[config.mk]
export PLATFORM = sky130hd
export DESIGN_NAME = arat_ram
export DESIGN_NICKNAME = d
export VERILOG_FILES = /design/src/rtl/arat_ram.sv
export SDC_FILE = /design/constraint.sdc
export NUM_CORES = 2
export LEC_CHECK = 0
export BUFFER_PORTS_ARGS = -buffer_cell sky130_fd_sc_hd__buf_2
export CAP_MARGIN = 5
export CORE_ASPECT_RATIO = 0.8
export CORE_MARGIN = 8
export CORE_UTILIZATION = 44
export CTS_BUF_LIST = sky130_fd_sc_hd__clkbuf_4 sky130_fd_sc_hd__clkbuf_8
export DETAILED_ROUTE_END_ITERATION = 10
export SETUP_SLACK_MARGIN = 0.02
export SKIP_CTS_REPAIR_TIMING = 1
export SYNTH_ARGS = -nofsm -noshare
export SYNTH_HDL_FRONTEND = slang
export SYNTH_SLANG_ARGS = --single-unit
[constraint.sdc]
create_clock -name clk -period 9.7 [get_ports clk]
set_input_delay 2.91 -clock clk [delete_from_list [all_inputs] [get_ports clk]]
set_output_delay 2.91 -clock clk [all_outputs]
set_load 0.03 [all_outputs]
[src/rtl/arat_ram.sv]
`timescale 1ns / 1ps
// Generic simple dual-port RAM: one write port, one read port, registered read.
// No dependencies.
module arat_ram #(
	parameter int DATA_W = 96,
	parameter int DEPTH  = 32,
	parameter int ADR_W  = $clog2(DEPTH)
) (
	input  logic              clk,
	input  logic              we,
	input  logic [ADR_W-1:0]  waddr,
	input  logic [DATA_W-1:0] wdata,
	input  logic [ADR_W-1:0]  raddr,
	output logic [DATA_W-1:0] rdata
);
	logic [DATA_W-1:0] mem_q [DEPTH];

	// write one word, read one word a cycle
	always_ff @(posedge clk) begin
		if (we) begin
			mem_q[waddr] <= wdata;
		end
		rdata <= mem_q[raddr];
	end
endmodule

== Word-level counts from Yosys, hierarchy flattened ==
Memory sizes are Yosys's and may differ from the RTL's. A register that Yosys moved wholly into a read port is not among the register bits.
Cells that the tools add are included.
W data, S select, Z words.

* Add/subtract/negate cells: 0
* Multipliers: 0
* Div/mod/pow operators: 0
* Order comparisons: 0
* Equal/unequal tests: 0
* Shift-type cells: 0
* Mux-type cells: 2
* Bitwise operators: 0
* Reduce and logical (&&, ||, !) cells: 0

{| class="wikitable"
|+ Operators by type and width
! kind !! number
|-
| $mux W1 || 2
|}

* Flip-flop bits (word level): 0
* Latch bits: 0
* Bits in writable memories: 3,072
* ROM bits: 0
* Output and inout port bits: 96
* Word-level logic and storage cells: 3
* Memories: 1

{| class="wikitable"
|+ Memories
! memory !! depth !! width !! read ports !! clocked after memory_dff !! write ports !! RTL line !! source
|-
| mem_q || 32 || 96 || 1 || 1 || 1 || 16 || <nowiki>logic [DATA_W-1:0] mem_q [DEPTH];</nowiki>
|}

== Depth between registers and ports, before layout ==
* Depth in word-level cells: 2
* Gate-level depth with buffers: 9
* Gate-level depth less buffers: 4

== Worst setup path before layout ==
No wires, ideal clock.

* Path kind: input to register
* Start point: input port waddr[1]
* End point: memory mem_q[12][0], enable pin
* Arrival time: 7.569 ns
* Required time: 9.148 ns
* Path slack: 1.580 ns
* Stages on the path: 3
* Path buffers: 1
* Cell sequence: or3b_2 -> clkbuf_1 -> nor2_1

{| class="wikitable"
|+ RTL lines
! item !! RTL line !! source
|-
| from (decl) || 11 || <nowiki>input logic [ADR_W-1:0] waddr,</nowiki>
|-
| to (decl) || 16 ||
|}

No word-level cell before the write port.

==> results.md <==
- Run status: completed
- Design area: approximately 130000 um2
- Kind of critical path: in -> reg
- Post-synth EDFFs: 3072
- Layout Cells excl Fill: 10.18k
- Total iterations of the first detailed-routing run: 7
- Seq/Total Area, Yosys: 79.43%
- Worst-path maximum fanout: 52
- Initial antenna violation count: 48
- Post-placement cell count: a little over 9k
- Final clock period utilization by the worst path: between 50% and 60%
- H-tree levels: 6
- Die ar.: ~290000 um2
- Boundary Pins: around 200
- Clock Path Buffers: 4
- DRT iter0 DRCs: 6609
- ANT nets after route: 0
- First-pass GRT wire length: 449.7 mm
- Layout fillers: 21.32k
- Arrival time at the worst endpoint: about 6400 ps
- RSZ-0062 raised after global routing: false
- Synth Cell Area: 118600 um2
- Final wirelength: 320.7 mm
- Top_reg_cell synth: edfxtp_1
- Startpoint Class: primary input
- Pwr Total: 28.35 mW
- Drc violations: 0
- Top cells by area, synth: edfxtp_1 78%, mux4_2 7.3%, mux2i_1 6.5%
- Yosys synthesis warning count: 0
- Worst Path Buf+Inv: 3
- Cell mode on critical path: buf_4
- Slew of the pin with the lowest slew margin: 1391 ps
- Async SR Flop Fraction: 0%
- Area grow syn2layout: 13.65%
- Sinks on Clock Net: about 3.2k
- Synth unique cells: 30
- WL/cell: 31.49 um
- Buffers on Ports: 203
- Critical path capture point type: flop
- Final Slew Violations: 0
- Max-cap violations: 0
- DP HPWL: approximately 140 mm
- Max stage delay on crit path: roughly 910 ps
- Worst VDD drop: 103.7 uV
- Fmax: 186.4 MHz
- Pre-CTS WS: 3351 ps
- Power per cell area: 210.4 nW/um2
- Slowest CP cell: and3b_4
- GR Util All Layers: 21.87%
- CP delay by family, top: buffers and inverters
- CTS tree: done
- Post-synth top area share: 77.81%
- Final worst slack: 4334 ps
- Relative slew slack: 6.750%
- Final Hold Viols: 0
- Avg Inst Size Synth: 21.16 um2
- Placed cell areas: 124200 um2
- Period minus WS final: 5366 ps
- Grt ovf: 0
- Largest net degree at the start of global routing: 113
- Initial core utilization: 44.20%
- Syn_nets: 5712
- Clock root buffer: clkbuf_8
- Leakage: 44.38 nW
- Die width: 596.3 um
- TritonCTS Buffers: 532
- FF+latch count, synth: 3168
- Fin Setup TNS: 0 ps
- Worst reg-to-reg path cell count: 3
- Setup-failing EPs final: 0
- Final #Nets: 6253
- Most frequent cells in the layout: 3072 x edfxtp_1, 768 x mux2i_1, 591 x clkbuf_8
- Worst path depth: 7
- Share of cells above drive strength 1: 24.90%
- Number of global-route vias before repair: 60.09k
- GPL Wtd Cong: 0.7249
- Row Count: 170
- Core Region: between 200000 and 300000 um2
- Hold Crit Depth: 4
- Max Clock Skew: 52.68 ps
- Synth area leader: edfxtp_1
- DIE HEIGHT: between 400 and 500 um
- Worst EP required: 10690 ps
- Gate Count Post-Synth: 5604
- Crit-path cells: buf_4 -> buf_4 -> and3b_4 -> buf_4 -> a22o_1 -> a31oi_1 -> nand3_1
- DR vias: 59.78k
- Latest clock arrival within the worst-skew pair: 1050 ps
- Most common cell after layout, fill and taps aside: edfxtp_1
- Drt via density: 5.870
- Clk slew on worst S/H paths: ~60 ps
- Worst hold-check path type: reg -> reg
==> Yosys cell counts (12+ instances only) <==
| library cell | count |
|---|---|
| a31oi_1 | 51 |
| nand4_1 | 45 |
| nand3_1 | 194 |
| mux4_2 | 384 |
| buf_2 | 111 |
| a22oi_1 | 511 |
| buf_4 | 33 |
| dfxtp_1 | 96 |
| a22o_1 | 51 |
| buf_6 | 20 |
| clkbuf_1 | 139 |
| buf_1 | 15 |
| nor2b_1 | 15 |
| nand2_1 | 12 |
| nor2_1 | 45 |
| edfxtp_1 | 3072 |
| mux2i_1 | 768 |
==> kinds of logic (layout without fill, tap and decap cells) <==
group	Yosys count	count (layout)	share of synthesized area, %
other	0	26	0
buffers and inverters	319	1261	1.358
DFF	3168	3168	79.43
and+or+nand+nor	338	338	1.473
AOI/OAI and AO/OA	627	627	3.957
muxes	1152	1152	13.78
==> worst paths after layout <==
path                             endpoint  slack, ps           from
worst max-delay path            rdata[16]       4330       raddr[3]
worst min-delay path            rdata[68]        590  mem_q[20][68]
worst max register to register  rdata[83]       8060   mem_q[5][83]
worst min register to register  rdata[68]        590  mem_q[20][68]
==> sequential cells by signal (all words and copies together) (netlist names) <==
register  cells
rdata        96
mem_q      3072
==> cell type report <==
type	instances	area (um2)	share of cell area, %
Multi-Input combinational cell	2117	23140	17.18
Antenna cell	26	65.06	0.04829
Inverter	1	3.754	0.002786
Tap cell	3612	4519	3.354
Sequential cell	3168	94170	69.89
Timing Repair Buffer	325	2361	1.752
Clock inverter	128	724.4	0.5377
Clock buffer	807	9756	7.240
==> tightest hold or removal path: stages (launching register included) <==
cell and delay [ps]:
edfxtp_1 320, mux2i_1 60, nand2_1 60, nand3_1 60, nand4_1 60
==> power by group <==
group / switching [mW] / leakage (nW) / internal (mW)
clock network: 5.10 / 5.59 / 6.54
logic: 0.942 / 10.3 / 0.445
registers: 0.0972 / 28.5 / 15.2
total: 6.14 / 44.4 / 22.2
==> routing by layer <==
metal / GRT usage, % / routed length, um
met1: 29.95 / 133400
met2: 36.46 / 156900
met3: 3.836 / 23090
met4: 5.760 / 7350
met5: 0 / 81
==> through the flow <==
step	utilization (%)	hold WS [ps]
3_3_place_gp	46.30	576.1
5_1_grt	50.22	631.9
3_5_place_dp	46.30	578.3
2_1_floorplan	-	549.4
4_1_cts	50.21	592.7
6_report	50.24	588.7
Power figures use the tool's default switching activity.
